### src/design/assert_macros.svh
// assert_macros.svh: assertion macros shared by the frustum plane extractor RTL.
// No dependencies; compiled ahead of the package and modules.
`ifndef ASSERT_MACROS_SVH
`define ASSERT_MACROS_SVH
`ifndef ASSERT_OFF
`define FPE_ASSERT(name, clk, rst_n, prop) \
  name: assert property (@(posedge clk) disable iff (!rst_n) (prop)) \
    else $error("assertion failed");
`define FPE_ASSERT_ALWAYS(name, clk, prop) \
  name: assert property (@(posedge clk) (prop)) else $error("assertion failed");
`else
`define FPE_ASSERT(name, clk, rst_n, prop)
`define FPE_ASSERT_ALWAYS(name, clk, prop)
`endif
`endif

### src/design/fpe_pkg.sv
// fpe_pkg: types and constants of the frustum plane extractor.
// No dependencies; used by every module and by the top level.
package fpe_pkg;

  localparam int VW     = 32;          // value width, Q16.16
  localparam int FB     = 16;          // fraction bits
  localparam int MAG_W  = VW + 1;      // magnitude of a row sum or difference
  localparam int KMAX   = FB + 29;     // largest fraction shift of the offset divide
  localparam int DIV_W  = MAG_W + KMAX;

  typedef enum logic [1:0] {
    OP_LOAD    = 2'd0,
    OP_EXTRACT = 2'd1,
    OP_QUERY   = 2'd2,
    OP_NONE    = 2'd3
  } opcode_e;

  typedef struct packed {
    logic [1:0]        opcode;
    logic [3:0]        element_index;
    logic signed [31:0] element_value;
    logic signed [31:0] point_x;
    logic signed [31:0] point_y;
    logic signed [31:0] point_z;
  } in_item_t;

  typedef struct packed {
    logic              result_kind;
    logic [2:0]        plane_number;
    logic signed [31:0] normal_x;
    logic signed [31:0] normal_y;
    logic signed [31:0] normal_z;
    logic signed [31:0] plane_offset;
    logic signed [31:0] point_distance;
    logic              degenerate;
    logic              last_of_run;
  } out_item_t;

  // plane order near, far, left, right, top, bottom
  localparam logic [1:0] PLANE_ROW [6] = '{2'd2, 2'd2, 2'd0, 2'd0, 2'd1, 2'd1};
  localparam logic       PLANE_SUB [6] = '{1'b0, 1'b1, 1'b0, 1'b1, 1'b1, 1'b0};
  localparam logic [2:0] LAST_PLANE = 3'd5;

  function automatic logic [MAG_W-1:0] mag_of(input logic signed [MAG_W-1:0] v);
    return v[MAG_W-1] ? MAG_W'(-v) : MAG_W'(v);
  endfunction

endpackage

### src/design/fpe_stream_if.sv
// fpe_stream_if: valid/ready channel carrying one word of type T.
// No dependencies; the payload type comes from fpe_pkg at the instance.
interface fpe_stream_if #(parameter type T = logic) ();
  logic valid;
  logic ready;
  T     data;
  modport source (output valid, output data, input ready);
  modport sink   (input valid, input data, output ready);
endinterface

### src/design/frustum_plane_extractor_core.sv
// frustum_plane_extractor_core: top level of the frustum plane extractor.
// Depends on fpe_pkg, fpe_stream_if, fpe_front and fpe_engine.
//
// Usage: in_i carries one word per command (opcode, element index and value,
// query point); out_o carries one result word per plane. Both channels move a
// word when valid and ready are high at a rising edge of clk_i.
// A load writes one matrix element and gives no result; opcode 3 is dropped.
// An extract builds the six planes in turn: matrix reads, one-bit normalising
// shifts, the square sum, the square root and four divides on the serial
// divider, which takes the longest. A query works plane by plane: three
// multiplies on one multiplier, one add and one output step for each of its
// six results.
// A two-word command queue lets the input side keep taking words while the
// back end works; in_i.ready drops only when the queue is full.
// When out_o.ready is low the finished word waits in the output register and
// the back end stalls before the next result; nothing is dropped.
// Reset (rst_ni low, asynchronous) clears the matrix, the stored planes and
// their degenerate marks to zero and empties the queue.
module frustum_plane_extractor_core import fpe_pkg::*; (
  input  logic          clk_i,
  input  logic          rst_ni,
  fpe_stream_if.sink    in_i,
  fpe_stream_if.source  out_o
);

  logic     q_valid, q_pop;
  in_item_t q_cmd;

  fpe_front u_front (
    .clk_i      (clk_i),
    .rst_ni     (rst_ni),
    .in_valid_i (in_i.valid),
    .in_data_i  (in_i.data),
    .in_ready_o (in_i.ready),
    .q_valid_o  (q_valid),
    .q_cmd_o    (q_cmd),
    .q_pop_i    (q_pop)
  );

  fpe_engine u_engine (
    .clk_i       (clk_i),
    .rst_ni      (rst_ni),
    .q_valid_i   (q_valid),
    .q_cmd_i     (q_cmd),
    .q_pop_o     (q_pop),
    .out_valid_o (out_o.valid),
    .out_data_o  (out_o.data),
    .out_ready_i (out_o.ready)
  );

endmodule

### src/design/fpe_front.sv
// fpe_front: input side; accepts words, drops unused opcodes, queues commands.
// Depends on fpe_pkg and assert_macros.svh.
`include "assert_macros.svh"
module fpe_front import fpe_pkg::*; (
  input  logic     clk_i,
  input  logic     rst_ni,
  input  logic     in_valid_i,
  input  in_item_t in_data_i,
  output logic     in_ready_o,
  output logic     q_valid_o,
  output in_item_t q_cmd_o,
  input  logic     q_pop_i
);

  in_item_t   buf_q [2];
  logic       wr_ptr_q, rd_ptr_q;
  logic [1:0] cnt_q;
  logic       push;

  assign in_ready_o = (cnt_q != 2'd2);
  // opcode 3 is taken and discarded
  assign push       = in_valid_i && in_ready_o && (opcode_e'(in_data_i.opcode) != OP_NONE);
  assign q_valid_o  = (cnt_q != 2'd0);
  assign q_cmd_o    = buf_q[rd_ptr_q];

  // queue storage
  always_ff @(posedge clk_i) begin
    if (push) begin
      buf_q[wr_ptr_q] <= in_data_i;
    end
  end

  // pointers and fill count
  always_ff @(posedge clk_i or negedge rst_ni) begin
    if (!rst_ni) begin
      wr_ptr_q <= 1'b0;
      rd_ptr_q <= 1'b0;
      cnt_q    <= 2'd0;
    end else begin
      if (push) wr_ptr_q <= ~wr_ptr_q;
      if (q_pop_i) rd_ptr_q <= ~rd_ptr_q;
      cnt_q <= cnt_q + 2'(push) - 2'(q_pop_i);
    end
  end

  `FPE_ASSERT(a_pop_nonempty, clk_i, rst_ni, q_pop_i |-> cnt_q != 2'd0)

endmodule

### src/design/fpe_div.sv
// fpe_div: restoring divider, one quotient bit per cycle.
// Depends on fpe_pkg.
module fpe_div import fpe_pkg::*; (
  input  logic             clk_i,
  input  logic             rst_ni,
  input  logic             start_i,
  input  logic [DIV_W-1:0] dividend_i,
  input  logic [31:0]      divisor_i,
  output logic             busy_o,
  output logic             done_o,
  output logic [DIV_W-1:0] quot_o
);

  localparam int CW = $clog2(DIV_W + 1);

  logic [DIV_W-1:0] x_q;
  logic [31:0]      r_q, d_q;
  logic [CW-1:0]    cnt_q;
  logic             done_q;
  logic [32:0]      rs;
  logic             qbit;

  // trial subtract
  always_comb begin
    rs   = {r_q, x_q[DIV_W-1]};
    qbit = (rs >= {1'b0, d_q});
  end

  always_ff @(posedge clk_i) begin
    if (start_i) begin
      x_q <= dividend_i;
      r_q <= '0;
      d_q <= divisor_i;
    end else if (cnt_q != '0) begin
      x_q <= {x_q[DIV_W-2:0], qbit};
      r_q <= qbit ? 32'(rs - {1'b0, d_q}) : rs[31:0];
    end
  end

  always_ff @(posedge clk_i or negedge rst_ni) begin
    if (!rst_ni) begin
      cnt_q  <= '0;
      done_q <= 1'b0;
    end else begin
      done_q <= (cnt_q == CW'(1));
      if (start_i) cnt_q <= CW'(DIV_W);
      else if (cnt_q != '0) cnt_q <= cnt_q - CW'(1);
    end
  end

  assign busy_o = (cnt_q != '0);
  assign done_o = done_q;
  assign quot_o = x_q;

endmodule

### src/design/fpe_engine.sv
// fpe_engine: back end; matrix store, plane extraction, distance queries, result register.
// Depends on fpe_pkg, fpe_div and assert_macros.svh.
`include "assert_macros.svh"
module fpe_engine import fpe_pkg::*; (
  input  logic      clk_i,
  input  logic      rst_ni,
  input  logic      q_valid_i,
  input  in_item_t  q_cmd_i,
  output logic      q_pop_o,
  output logic      out_valid_o,
  output out_item_t out_data_o,
  input  logic      out_ready_i
);

  typedef enum logic [10:0] {
    S_IDLE   = 11'b00000000001,
    S_RAW    = 11'b00000000010,
    S_NRM0   = 11'b00000000100,
    S_NRM    = 11'b00000001000,
    S_SQ     = 11'b00000010000,
    S_SQRT   = 11'b00000100000,
    S_DSTART = 11'b00001000000,
    S_DWAIT  = 11'b00010000000,
    S_EMIT   = 11'b00100000000,
    S_QMUL   = 11'b01000000000,
    S_QFIN   = 11'b10000000000
  } state_e;

  state_e state_q;

  logic signed [31:0] matrix_q [16];
  logic signed [31:0] plane_q [6][4];
  logic [5:0]         degen_q;

  logic [2:0]         p_q, cnt_q;
  logic               query_q;
  logic signed [31:0] pt_q [3];
  logic signed [31:0] tmp_q;
  logic signed [32:0] raw_q [4];
  logic [MAG_W-1:0]   m_q [3];
  logic [MAG_W-1:0]   mx_q;
  logic signed [5:0]  s_q;
  logic [59:0]        prod_q;
  logic [61:0]        sum_q, n_q;
  logic [62:0]        res_q, bit_q;
  logic [31:0]        len_q;
  logic signed [31:0] cf_q [4];
  logic               dg_q;
  logic signed [63:0] qprod_q;
  logic signed [65:0] acc_q;
  logic signed [31:0] dist_q;
  logic               out_valid_q;
  out_item_t          out_q;

  // divider hookup
  logic             div_start, div_busy, div_done;
  logic [DIV_W-1:0] div_dividend, div_quot;

  fpe_div u_div (
    .clk_i      (clk_i),
    .rst_ni     (rst_ni),
    .start_i    (div_start),
    .dividend_i (div_dividend),
    .divisor_i  (len_q),
    .busy_o     (div_busy),
    .done_o     (div_done),
    .quot_o     (div_quot)
  );

  // matrix read: row 3 on even steps, plane row on odd steps
  logic [1:0]         col, crow;
  logic [3:0]         maddr;
  logic signed [31:0] mval;
  logic signed [32:0] raw_new;
  always_comb begin
    col     = cnt_q[2:1];
    crow    = PLANE_ROW[p_q];
    maddr   = cnt_q[0] ? {col, crow} : {col, 2'b11};
    mval    = matrix_q[maddr];
    raw_new = PLANE_SUB[p_q] ? ({tmp_q[31], tmp_q} - {mval[31], mval})
                             : ({tmp_q[31], tmp_q} + {mval[31], mval});
  end

  // magnitudes and maximum of the raw normal
  logic [MAG_W-1:0] a0, a1, a2, amx;
  always_comb begin
    a0  = mag_of(raw_q[0]);
    a1  = mag_of(raw_q[1]);
    a2  = mag_of(raw_q[2]);
    amx = (a0 > a1) ? a0 : a1;
    if (a2 > amx) amx = a2;
  end

  // square sum operand
  logic [29:0] sq_op;
  always_comb begin
    case (cnt_q[1:0])
      2'd0:    sq_op = m_q[0][29:0];
      2'd1:    sq_op = m_q[1][29:0];
      default: sq_op = m_q[2][29:0];
    endcase
  end

  // square root step
  logic [63:0] trial;
  logic        take;
  assign trial = {1'b0, res_q} + {1'b0, bit_q};
  assign take  = ({2'b00, n_q} >= trial);

  // divider operands: normal coefficients use the scaled magnitude, offset the raw one
  logic [1:0]        dc;
  logic signed [6:0] ksum;
  logic [MAG_W-1:0]  dmag;
  logic [5:0]        dk;
  always_comb begin
    dc   = cnt_q[1:0];
    ksum = 7'(FB) + {s_q[5], s_q};
    case (dc)
      2'd0:    begin dmag = m_q[0]; dk = 6'(FB); end
      2'd1:    begin dmag = m_q[1]; dk = 6'(FB); end
      2'd2:    begin dmag = m_q[2]; dk = 6'(FB); end
      default: begin dmag = mag_of(raw_q[3]); dk = ksum[5:0]; end
    endcase
    div_dividend = {{(DIV_W-MAG_W){1'b0}}, dmag} << dk;
    div_start    = (state_q == S_DSTART);
  end

  // quotient saturation, sign restored
  logic               qneg;
  logic signed [31:0] qval;
  always_comb begin
    qneg = raw_q[dc][32];
    if (qneg) begin
      if ((div_quot[DIV_W-1:32] != '0) || (div_quot[31] && (div_quot[30:0] != '0)))
        qval = 32'sh8000_0000;
      else
        qval = -$signed(div_quot[31:0]);
    end else begin
      if (div_quot[DIV_W-1:31] != '0) qval = 32'sh7fff_ffff;
      else qval = $signed(div_quot[31:0]);
    end
  end

  // distance: floor shift plus offset, saturated
  logic signed [66:0] dsum;
  logic signed [65:0] ash;
  always_comb begin
    ash  = acc_q >>> FB;
    dsum = {ash[65], ash} + {{35{plane_q[p_q][3][31]}}, plane_q[p_q][3]};
  end

  logic out_free;
  assign out_free = !out_valid_q || out_ready_i;
  assign q_pop_o  = (state_q == S_IDLE) && q_valid_i;

  // result valid: set on emit, cleared when taken
  always_ff @(posedge clk_i or negedge rst_ni) begin
    if (!rst_ni) begin
      out_valid_q <= 1'b0;
    end else if ((state_q == S_EMIT) && out_free) begin
      out_valid_q <= 1'b1;
    end else if (out_ready_i) begin
      out_valid_q <= 1'b0;
    end
  end

  // stores and control
  always_ff @(posedge clk_i or negedge rst_ni) begin
    if (!rst_ni) begin
      state_q     <= S_IDLE;
      degen_q     <= '0;
      p_q         <= '0;
      cnt_q       <= '0;
      query_q     <= 1'b0;
      for (int i = 0; i < 16; i++) matrix_q[i] <= '0;
      for (int i = 0; i < 6; i++) begin
        for (int j = 0; j < 4; j++) plane_q[i][j] <= '0;
      end
    end else begin
      unique case (state_q)
        S_IDLE: begin
          if (q_valid_i) begin
            p_q   <= '0;
            cnt_q <= '0;
            case (opcode_e'(q_cmd_i.opcode))
              OP_LOAD: matrix_q[q_cmd_i.element_index] <= q_cmd_i.element_value;
              OP_EXTRACT: begin
                query_q <= 1'b0;
                state_q <= S_RAW;
              end
              default: begin
                query_q <= 1'b1;
                state_q <= S_QMUL;
              end
            endcase
          end
        end
        S_RAW: begin
          cnt_q <= cnt_q + 3'd1;
          if (cnt_q == 3'd7) state_q <= S_NRM0;
        end
        S_NRM0: begin
          state_q <= (amx == '0) ? S_EMIT : S_NRM;
        end
        S_NRM: begin
          if (mx_q[MAG_W-1:30] == '0 && mx_q[29]) begin
            cnt_q   <= '0;
            state_q <= S_SQ;
          end
        end
        S_SQ: begin
          cnt_q <= cnt_q + 3'd1;
          if (cnt_q == 3'd3) state_q <= S_SQRT;
        end
        S_SQRT: begin
          if (bit_q == '0) begin
            cnt_q   <= '0;
            state_q <= S_DSTART;
          end
        end
        S_DSTART: state_q <= S_DWAIT;
        S_DWAIT: begin
          if (div_done) begin
            cnt_q   <= cnt_q + 3'd1;
            state_q <= (dc == 2'd3) ? S_EMIT : S_DSTART;
          end
        end
        S_QMUL: begin
          cnt_q <= cnt_q + 3'd1;
          if (cnt_q == 3'd3) state_q <= S_QFIN;
        end
        S_QFIN: state_q <= S_EMIT;
        S_EMIT: begin
          if (out_free) begin
            if (!query_q) begin
              for (int j = 0; j < 4; j++) plane_q[p_q][j] <= cf_q[j];
              degen_q[p_q] <= dg_q;
            end
            cnt_q <= '0;
            if (p_q == LAST_PLANE) begin
              state_q <= S_IDLE;
            end else begin
              p_q     <= p_q + 3'd1;
              state_q <= query_q ? S_QMUL : S_RAW;
            end
          end
        end
        default: state_q <= S_IDLE;
      endcase
    end
  end

  // datapath registers
  always_ff @(posedge clk_i) begin
    case (state_q)
      S_IDLE: begin
        pt_q[0] <= q_cmd_i.point_x;
        pt_q[1] <= q_cmd_i.point_y;
        pt_q[2] <= q_cmd_i.point_z;
        acc_q   <= '0;
      end
      S_RAW: begin
        if (!cnt_q[0]) tmp_q <= mval;
        else raw_q[col] <= raw_new;
      end
      S_NRM0: begin
        m_q[0] <= a0;
        m_q[1] <= a1;
        m_q[2] <= a2;
        mx_q   <= amx;
        s_q    <= '0;
        sum_q  <= '0;
        if (amx == '0) begin
          for (int j = 0; j < 4; j++) cf_q[j] <= '0;
          dg_q <= 1'b1;
        end
      end
      // bring the largest magnitude into [2^29, 2^30), one bit a cycle
      S_NRM: begin
        if (mx_q[MAG_W-1:30] != '0) begin
          mx_q <= mx_q >> 1;
          for (int j = 0; j < 3; j++) m_q[j] <= m_q[j] >> 1;
          s_q  <= s_q - 6'sd1;
        end else if (!mx_q[29]) begin
          mx_q <= mx_q << 1;
          for (int j = 0; j < 3; j++) m_q[j] <= m_q[j] << 1;
          s_q  <= s_q + 6'sd1;
        end
      end
      S_SQ: begin
        if (cnt_q != 3'd3) prod_q <= sq_op * sq_op;
        if (cnt_q != 3'd0) sum_q <= sum_q + 62'(prod_q);
        if (cnt_q == 3'd3) begin
          n_q   <= sum_q + 62'(prod_q);
          res_q <= '0;
          bit_q <= 63'(1) << 62;
        end
      end
      S_SQRT: begin
        if (bit_q != '0) begin
          if (take) begin
            n_q   <= n_q - trial[61:0];
            res_q <= (res_q >> 1) + bit_q;
          end else begin
            res_q <= res_q >> 1;
          end
          bit_q <= bit_q >> 2;
        end else begin
          len_q <= res_q[31:0];
        end
      end
      S_DWAIT: begin
        if (div_done) begin
          cf_q[dc] <= qval;
          dg_q     <= 1'b0;
        end
      end
      S_QMUL: begin
        if (cnt_q != 3'd3) qprod_q <= pt_q[cnt_q[1:0]] * plane_q[p_q][cnt_q[1:0]];
        if (cnt_q != 3'd0) acc_q <= acc_q + {{2{qprod_q[63]}}, qprod_q};
      end
      S_QFIN: begin
        if (!dsum[66] && (dsum[65:31] != '0)) dist_q <= 32'sh7fff_ffff;
        else if (dsum[66] && !(&dsum[65:31])) dist_q <= 32'sh8000_0000;
        else dist_q <= dsum[31:0];
      end
      S_EMIT: begin
        acc_q <= '0;
        if (out_free) begin
          out_q.result_kind    <= query_q;
          out_q.plane_number   <= p_q;
          out_q.last_of_run    <= (p_q == LAST_PLANE);
          out_q.normal_x       <= query_q ? plane_q[p_q][0] : cf_q[0];
          out_q.normal_y       <= query_q ? plane_q[p_q][1] : cf_q[1];
          out_q.normal_z       <= query_q ? plane_q[p_q][2] : cf_q[2];
          out_q.plane_offset   <= query_q ? plane_q[p_q][3] : cf_q[3];
          out_q.point_distance <= query_q ? dist_q : '0;
          out_q.degenerate     <= query_q ? degen_q[p_q] : dg_q;
        end
      end
      default: ;
    endcase
  end

  assign out_valid_o = out_valid_q;
  assign out_data_o  = out_q;

  `FPE_ASSERT(a_div_only_waiting, clk_i, rst_ni, div_busy |-> state_q == S_DWAIT)
  `FPE_ASSERT(a_nrm_nonzero, clk_i, rst_ni, state_q == S_NRM |-> mx_q != '0)
  `FPE_ASSERT(a_len_normalised, clk_i, rst_ni, state_q == S_DSTART |-> len_q[31:29] != 3'b000)

endmodule
### src/flat_wrapper.sv
// flat-port wrapper written by rule: the top's interface ports become plain ports
module frustum_plane_extractor_core_flat import fpe_pkg::*;
  (clk_i, rst_ni, in_i_valid, in_i_data, in_i_ready, out_o_valid, out_o_data, out_o_ready);
  fpe_stream_if in_i_i ();
  fpe_stream_if out_o_i ();
  input  logic clk_i;
  input  logic rst_ni;
  input wire logic [$bits(in_i_i.valid)-1:0] in_i_valid;
  input wire logic [$bits(in_i_i.data)-1:0] in_i_data;
  output wire logic [$bits(in_i_i.ready)-1:0] in_i_ready;
  output wire logic [$bits(out_o_i.valid)-1:0] out_o_valid;
  output wire logic [$bits(out_o_i.data)-1:0] out_o_data;
  input wire logic [$bits(out_o_i.ready)-1:0] out_o_ready;
  assign in_i_i.valid = in_i_valid;
  assign in_i_i.data = in_i_data;
  assign in_i_ready = in_i_i.ready;
  assign out_o_valid = out_o_i.valid;
  assign out_o_data = out_o_i.data;
  assign out_o_i.ready = out_o_ready;
  frustum_plane_extractor_core u_core (.clk_i(clk_i), .rst_ni(rst_ni), .in_i(in_i_i), .out_o(out_o_i));
endmodule
### config.mk
export PLATFORM = sky130hd
export DESIGN_NAME = frustum_plane_extractor_core_flat
export DESIGN_NICKNAME = d
export VERILOG_FILES = /design/src/design/fpe_pkg.sv /design/src/design/fpe_stream_if.sv /design/src/design/frustum_plane_extractor_core.sv /design/src/design/fpe_front.sv /design/src/design/fpe_div.sv /design/src/design/fpe_engine.sv /design/src/flat_wrapper.sv
export VERILOG_INCLUDE_DIRS = /design/src /design/src/design
export SDC_FILE = /design/constraint.sdc
export NUM_CORES = 1
export LEC_CHECK = 0
export BUFFER_PORTS_ARGS = -buffer_cell sky130_fd_sc_hd__clkbuf_2
export CAP_MARGIN = 20
export CORE_ASPECT_RATIO = 0.75
export CORE_MARGIN = 10
export CORE_UTILIZATION = 40
export DETAILED_ROUTE_END_ITERATION = 6
export GPL_ROUTABILITY_DRIVEN = 0
export SLEW_MARGIN = 20
export SYNTH_ARGS = -nofsm -noshare
export SYNTH_HDL_FRONTEND = slang
export SYNTH_SLANG_ARGS = --single-unit
### constraint.sdc
create_clock -name clk_i -period 3.1 [get_ports clk_i]
set_input_delay 0.155 -clock clk_i [delete_from_list [all_inputs] [get_ports clk_i]]
set_output_delay 0.155 -clock clk_i [all_outputs]
set_load 0.01 [all_outputs]
==> results.json, run 1 <==
{
  "syn-cell-area_sq_um": 1523,
  "die_w_um": 91.25,
  "powerDensity_nw_per_um2": 565.3,
  "final_cells": 215,
  "postSynthAreaPerCell_sq_um": 9.699,
  "start_util_pct": 41.59,
  "tns_ns": 0,
  "routedWlPerCell_um": 14.01,
  "synth-seq-cells": 26,
  "ff2ff_path_depth": 4,
  "cts_num_sinks": 26,
  "design.core.area_sq_um": 3661,
  "postRouteAntennaNets": 0,
  "path_max_fanout": 11,
  "wl_mm": 3.012,
  "cts_setup_buffers": 0,
  "critPathLaunchType": "flop",
  "crit_start": "u_core.u_engine.state_q[9]$_DFFE_PN0P_",
  "hold_path.class": "input port to flop",
  "num_vias": 1211,
  "reg2reg_from": "u_core.u_engine.state_q[9]$_DFFE_PN0P_",
  "hold_depth": 3,
  "antenna_found_initial": 0,
  "p_leak_nw": 0.8144,
  "setup_slack_ns": 1.081,
  "worst_clock_skew_ns": 0.006281,
  "setup_viol": 0,
  "synth_cell_type_count": 47,
  "pin_count": 8,
  "drt_first_pass_iters": 4,
  "num_rows": 19,
  "nNetsFinal": 178,
  "grt_pass1_wl_mm": 5.444,
  "overflow": 0,
  "fmax_ghz": 0.4954,
  "clkLatencyLatePin_ns": 0.27,
  "grt_usage_pct": 9.814,
  "r2r_setup_slack_ns": 1.08,
  "syn_to_final_growth_pct": 9.614,
  "yosysWarnings": 0,
  "drc": 0,
  "ctsHtreeMaxLevel": 1,
  "drt_iter0_drc": 75,
  "drive_gt1_share_pct": 8.589,
  "relSlewSlack_pct": 58.66,
  "port-buffer-count": 6,
  "reg2reg_to": "u_core.u_engine.state_q[0]$_DFFE_PN1P_",
  "ys_seq_area_share_pct": 43.14,
  "crit_path_end": "u_core.u_engine.state_q[0]$_DFFE_PN1P_",
  "cts_buffer_depth": 2,
  "crit_type": "flop to flop",
  "grt_max_degree": 26,
  "syn-num-nets": 171,
  "synth_edf_count": 1,
  "cts_made_buffers": 3,
  "place_ws_ns": 1.100,
  "final_util_pct": 45.59,
  "arrival_ns": 2.21,
  "grt_pass1_vias": 1162,
  "rsz0062_at_grt": "no",
  "dp_hpwl_mm": 2.260,
  "diodes": 0,
  "synth_ff_type": "dfrtp_1",
  "end_kind": "flop",
  "die_area_sq_um": 6700,
  "ir_drop_mv": 0.3921,
  "cts_tree": "done",
  "drv_cap": 0,
  "clock-root-buffer": "clkbuf_8",
  "die_h_um": 73.43,
  "async_reset_ff_share_pct": 96.15,
  "hold_viol": 0,
  "period_needed_ns": 2.019,
  "worst_pin_slew_ns": 0.6201,
  "clk_pin_slew_ns": 0.09,
  "status": "finished, final reports clean",
  "finalCritPeriodShare_pct": 65.12,
  "cp.required_ns": 3.29,
  "synth_cells": 157,
  "finalMaxSlewViolations": 0,
  "dp_cells": 210,
  "viasPerCell": 5.633
}
==> sequential cells by signal, indices dropped and copies added (netlist names) <==
name and count:
u_core.u_engine.state_q 8, u_core.u_engine.u_div.cnt_q 7, u_core.u_engine.cnt_q 3, u_core.u_engine.p_q 3
u_core.u_front.cnt_q 2, u_core.u_engine.out_data_o 1, u_core.u_engine.out_valid_o 1, u_core.u_engine.u_div.done_o 1
==> Yosys cell counts, drive strengths merged, types with 2 or more instances <==
| cell | count | area share, % |
|---|---|---|
| a211oi | 2 | 0.99 |
| a21oi | 2 | 0.66 |
| a31oi | 4 | 1.6 |
| and2 | 2 | 0.82 |
| and3 | 3 | 1.2 |
| buf | 4 | 1.7 |
| dfrtp | 24 | 39 |
| ha | 9 | 7.4 |
| inv | 13 | 3.2 |
| mux2i | 3 | 2.0 |
| nand2 | 8 | 2.0 |
| nand2b | 3 | 1.2 |
| nand3 | 6 | 2.0 |
| nand4 | 3 | 1.2 |
| nand4b | 2 | 1.2 |
| nor2 | 12 | 3.0 |
| nor2b | 3 | 1.2 |
| nor3 | 7 | 2.3 |
| nor3b | 2 | 0.99 |
| nor4 | 2 | 1.8 |
| o211a | 2 | 1.3 |
| o211ai | 3 | 1.5 |
| o21a | 2 | 0.99 |
| o21ai | 6 | 2.0 |
| o22ai | 3 | 1.2 |
| o31ai | 2 | 0.99 |
| or3 | 3 | 1.2 |
| xnor2 | 5 | 2.9 |
| xor2 | 2 | 1.2 |
==> per-layer routing <==
layer | global-route usage [%] | share of wire [%]
met1 | 13.34 | 51
met2 | 15.13 | 43
met3 | 2.645 | 5.0
met4 | 2.426 | 0.80
met5 | 0 | 0
==> what timing repair did <==
item	4_1_cts	5_1_grt
hold buffers	1	0
hold endpoints to repair	24	0
resized for setup	0	0
==> cell families after synthesis <==
| logic type | synth area share (%) |
|---|---|
| flops | 43.14 |
| compound gates | 14.79 |
| simple gates | 23.50 |
| xor+xnor | 4.026 |
| fa+ha+maj | 7.395 |
| mux | 1.972 |
| buf+inv | 5.176 |
==> critical path: stages (launching register included) <==
cell      delay (ns)
dfrtp_1         0.53
nor4_4          0.47
nand4b_1        0.34
a222oi_1        0.47
a31oi_1         0.13
==> layout make-up <==
class	count	area, sq um
multi-input combinational	113	787.0
sequential	26	656.9
clock buffer	3	41.29
fill	356	1992
inverter	13	48.80
timing repair buffer	7	40.04
tap	52	65.06
clock inverter	1	30.03
==> per-stage QoR <==
stage          total power, mW  hold slack, ns  instance area [sq um]
2_1_floorplan           0.6262         -0.1406                   1523
3_3_place_gp            0.6676          0.2023                   1588
3_5_place_dp            0.6725          0.2095                   1588
4_1_cts                 0.9614          0.2495                   1669
5_1_grt                  1.014          0.2718                   1669
6_report                0.9435          0.2605                   1669
==> cells in the final DEF (no fill, tap or decap), drive strengths merged, types with 4 or more instances in the layout <==
cell,count
a31oi,4
clkbuf,9
dfrtp,24
ha,9
inv,13
nand2,8
nand3,6
nor2,12
nor3,7
o21ai,6
xnor2,5
==> report_power, final <==
| part | leakage, nW | total, mW | internal [mW] | switching, mW |
|---|---|---|---|---|
| Sequential | 0.349 | 0.402 | 0.370 | 0.0314 |
| Clock | 0.0357 | 0.281 | 0.173 | 0.108 |
| Combinational | 0.430 | 0.261 | 0.127 | 0.134 |
| Total | 0.814 | 0.944 | 0.670 | 0.274 |
==> how the worst min path moves through the flow <==
stage | start | endpoint | slack, ns
final | out_o_ready | u_core.u_engine.out_valid_o$_DFFE_PN0P_ | 0.26
after global routing | out_o_ready | u_core.u_engine.out_valid_o$_DFFE_PN0P_ | 0.27
after CTS | out_o_ready | u_core.u_engine.out_valid_o$_DFFE_PN0P_ | 0.25
after detailed placement | rst_ni | u_core.u_front.cnt_q[0]$_DFF_PN0_ | 0.21
after global placement | rst_ni | u_core.u_front.cnt_q[0]$_DFF_PN0_ | 0.20
after floorplan | rst_ni | u_core.u_engine.cnt_q[0]$_DFFE_PN0P_ | -0.14
(Power assumes the default switching activity.)
==> run 2: changes to the inputs <==
--- a/config.mk
+++ b/config.mk
@@ -6,6 +6,7 @@
 export SDC_FILE = /design/constraint.sdc
 export NUM_CORES = 1
 export LEC_CHECK = 0
+export ABC_AREA = 1
 export BUFFER_PORTS_ARGS = -buffer_cell sky130_fd_sc_hd__clkbuf_2
 export CAP_MARGIN = 20
 export CORE_ASPECT_RATIO = 0.75
==> constraint.sdc (replaced) <==
create_clock -name clk_i -period 1.9 [get_ports clk_i]
set_input_delay 0.095 -clock clk_i [delete_from_list [all_inputs] [get_ports clk_i]]
set_output_delay 0.095 -clock clk_i [all_outputs]
set_load 0.01 [all_outputs]
==> run 2 against run 1 <==
Compared with the run above: synthesized area decreased by 2.4%; clock power increased by 24%; power increased by 28%; routed wire length decreased by 8.8%; worst hold slack got worse by 0.24 ns; non-clock buffer count unchanged; cell count increased by 15%; first-iteration DRC count decreased by 23%; cell area decreased by 1.3%; synthesized cell count increased by 17%; fmax increased by 17%; combinational power about the same; largest cell class unchanged.
==> results.json, run 2 <==
{
  "top_regs": "u_core.u_engine.state_q (8), u_core.u_engine.u_div.cnt_q (7)",
  "cts_made_buffers": 3,
  "num_rows": 19,
  "pin_count": 8,
  "clock-root-buffer": "clkbuf_8",
  "syn_to_final_growth_pct": 10.77,
  "ctsHtreeMaxLevel": 1,
  "drc": 0,
  "syn-num-nets": 198,
  "critPathLaunchType": "flop",
  "drt_iter0_drc": 58,
  "drive_gt1_share_pct": 21.54,
  "postSynthAreaPerCell_sq_um": 8.078,
  "relSlewSlack_pct": 58.78,
  "synth-seq-cells": 26,
  "end_kind": "flop",
  "synth_edf_count": 1,
  "diodes": 0,
  "final_cells": 247,
  "dp_hpwl_mm": 2.232,
  "die_area_sq_um": 6579,
  "grt_max_degree": 26,
  "drt_first_pass_iters": 4,
  "drv_cap": 0,
  "port-buffer-count": 6,
  "synth_top_cell_area_share_pct": 40.40,
  "syn-cell-area_sq_um": 1486,
  "cp.required_ns": 2.06,
  "postRouteAntennaNets": 0,
  "die_w_um": 90.39,
  "netlist_top_cells_count": "nand2_1 (39), dfrtp_1 (24), inv_1 (24), nor2_1 (23)",
  "finalCritPeriodShare_pct": 90.80,
  "regMostFlops": "u_core.u_engine.state_q",
  "grt_pass1_vias": 1111,
  "num_vias": 1131,
  "cts_buffer_depth": 2,
  "clkLatencyLatePin_ns": 0.27,
  "viasPerCell": 4.579,
  "final_util_pct": 45.57,
  "ir_drop_mv": 0.4930,
  "setup_viol": 0,
  "worst_clock_skew_ns": 0.003649,
  "wl_mm": 2.746,
  "grt_usage_pct": 8.944,
  "p_leak_nw": 0.8796,
  "place_ws_ns": 0.1662,
  "status": "finished, final reports clean",
  "antenna_found_initial": 0,
  "use_met1_pct": 10.80,
  "nNetsFinal": 210,
  "clk_pin_slew_ns": 0.08,
  "hold_viol": 0,
  "cts_num_sinks": 26,
  "async_reset_ff_share_pct": 96.15,
  "final_common_cell": "nand2_1",
  "routedWlPerCell_um": 11.12,
  "cts_setup_buffers": 0,
  "start_util_pct": 41.14,
  "period_needed_ns": 1.725,
  "arrival_ns": 1.88,
  "use_met3_pct": 2.775,
  "die_h_um": 72.79,
  "synth_ff_type": "dfrtp_1",
  "ff2ff_path_depth": 9,
  "fmax_ghz": 0.5797,
  "path_max_fanout": 3,
  "tns_ns": 0,
  "synth_cells": 184,
  "dp_cells": 242,
  "yosysMostFrequentCell": "nand2_1",
  "crit_type": "flop to flop",
  "design.core.area_sq_um": 3613,
  "overflow": 0,
  "synthTopCellsByArea": "dfrtp_1 (40%), nand2_1 (9.8%), ha_1 (7.6%), inv_1 (6.1%), nor2_1 (5.8%)",
  "nFillCells": 378,
  "most-common-layout-cells": "nand2_1 (39), inv_1 (24), dfrtp_1 (24), nor2_1 (23)",
  "cts_tree": "done",
  "largest_reg_flops": 8,
  "grt_pass1_wl_mm": 4.885,
  "synth_cell_type_count": 26,
  "ys_seq_area_share_pct": 44.19,
  "grt-busiest-layer": "met2",
  "setup_slack_ns": 0.1749,
  "hold_path.class": "input port to flop",
  "worst_pin_slew_ns": 0.6183,
  "yosysWarnings": 0,
  "grtUsageMet2_pct": 15.11,
  "rsz0062_at_grt": "no",
  "synth.largest_area_cell": "dfrtp_1",
  "hold_depth": 2,
  "finalMaxSlewViolations": 0,
  "powerDensity_nw_per_um2": 734.8
}
==> run 2: worst max-delay path, stage by stage, from the launching register on <==
cell     delay [ns]
dfstp_2        0.54
inv_1          0.06
nor2_1         0.08
nand2_1        0.09
nor2_4         0.14
inv_2          0.07
nor2_1         0.11
ha_1           0.24
inv_1          0.06
ha_1           0.22
==> run 2: routing by layer <==
layer / share of wire (%) / wire length, um
met1: 48 / 1322
met2: 47 / 1302
met3: 3.5 / 97
met4: 0.84 / 23
met5: 0 / 0
==> run 2: area by class of cell <==
type	instances	area (sq um)	area share [%]
Clock buffer	4	55.05	3.343
Sequential cell	26	656.9	39.89
Timing Repair Buffer	7	40.04	2.432
Inverter	31	116.4	7.067
Tap cell	52	65.06	3.951
Multi-Input combinational cell	127	713.2	43.31
==> run 2: cell families (layout without fill, tap and decap cells) <==
| group | after synthesis | in the layout | share of synthesized area (%) |
|---|---|---|---|
| DFF | 26 | 26 | 44.19 |
| adders and majority gates | 9 | 9 | 7.576 |
| xor gates and xnor gates | 4 | 4 | 2.357 |
| buffers and inverters | 31 | 42 | 7.829 |
| and+or+nand+nor | 100 | 100 | 32.41 |
| AOI/OAI and AO/OA | 14 | 14 | 5.640 |
==> run 2: per-stage QoR <==
stage / cell area [sq um] / hold slack, ns / power [mW]
after floorplan: 1486 / -0.2006 / 0.8112
after global placement: 1582 / 0.1308 / 0.8612
after detailed placement: 1582 / 0.1339 / 0.8755
after CTS: 1647 / 0.02249 / 1.226
after global routing: 1647 / 0.03026 / 1.301
final: 1647 / 0.02201 / 1.210
==> run 2: what timing repair did <==
item	4_1_cts	5_1_grt
hold buffers	1	0
resized for setup	0	0
endpoints found under the hold margin	24	0
==> run 2: where the power goes <==
part / switching, mW / leakage [nW] / internal, mW / total (mW)
combinational: 0.148 / 0.500 / 0.111 / 0.259
sequential: 0.0186 / 0.351 / 0.583 / 0.601
clock: 0.164 / 0.0288 / 0.185 / 0.349
==> run 2: worst paths after layout <==
kind	startpoint	to	slack [ns]
max	u_core.u_engine.state_q[0]$_DFFE_PN1P_	u_core.u_front.cnt_q[0]$_DFF_PN0_	0.17
min in group asynchronous	rst_ni	u_core.u_engine.p_q[2]$_DFFE_PN0P_	0.38
min reg2reg	u_core.u_engine.cnt_q[1]$_DFFE_PN0P_	u_core.u_engine.cnt_q[1]$_DFFE_PN0P_	0.49
min	out_o_ready	u_core.u_engine.out_valid_o$_DFFE_PN0P_	0.02
max reg2reg	u_core.u_engine.state_q[0]$_DFFE_PN1P_	u_core.u_front.cnt_q[0]$_DFF_PN0_	0.17
max in group asynchronous	rst_ni	u_core.u_engine.out_valid_o$_DFFE_PN0P_	1.13
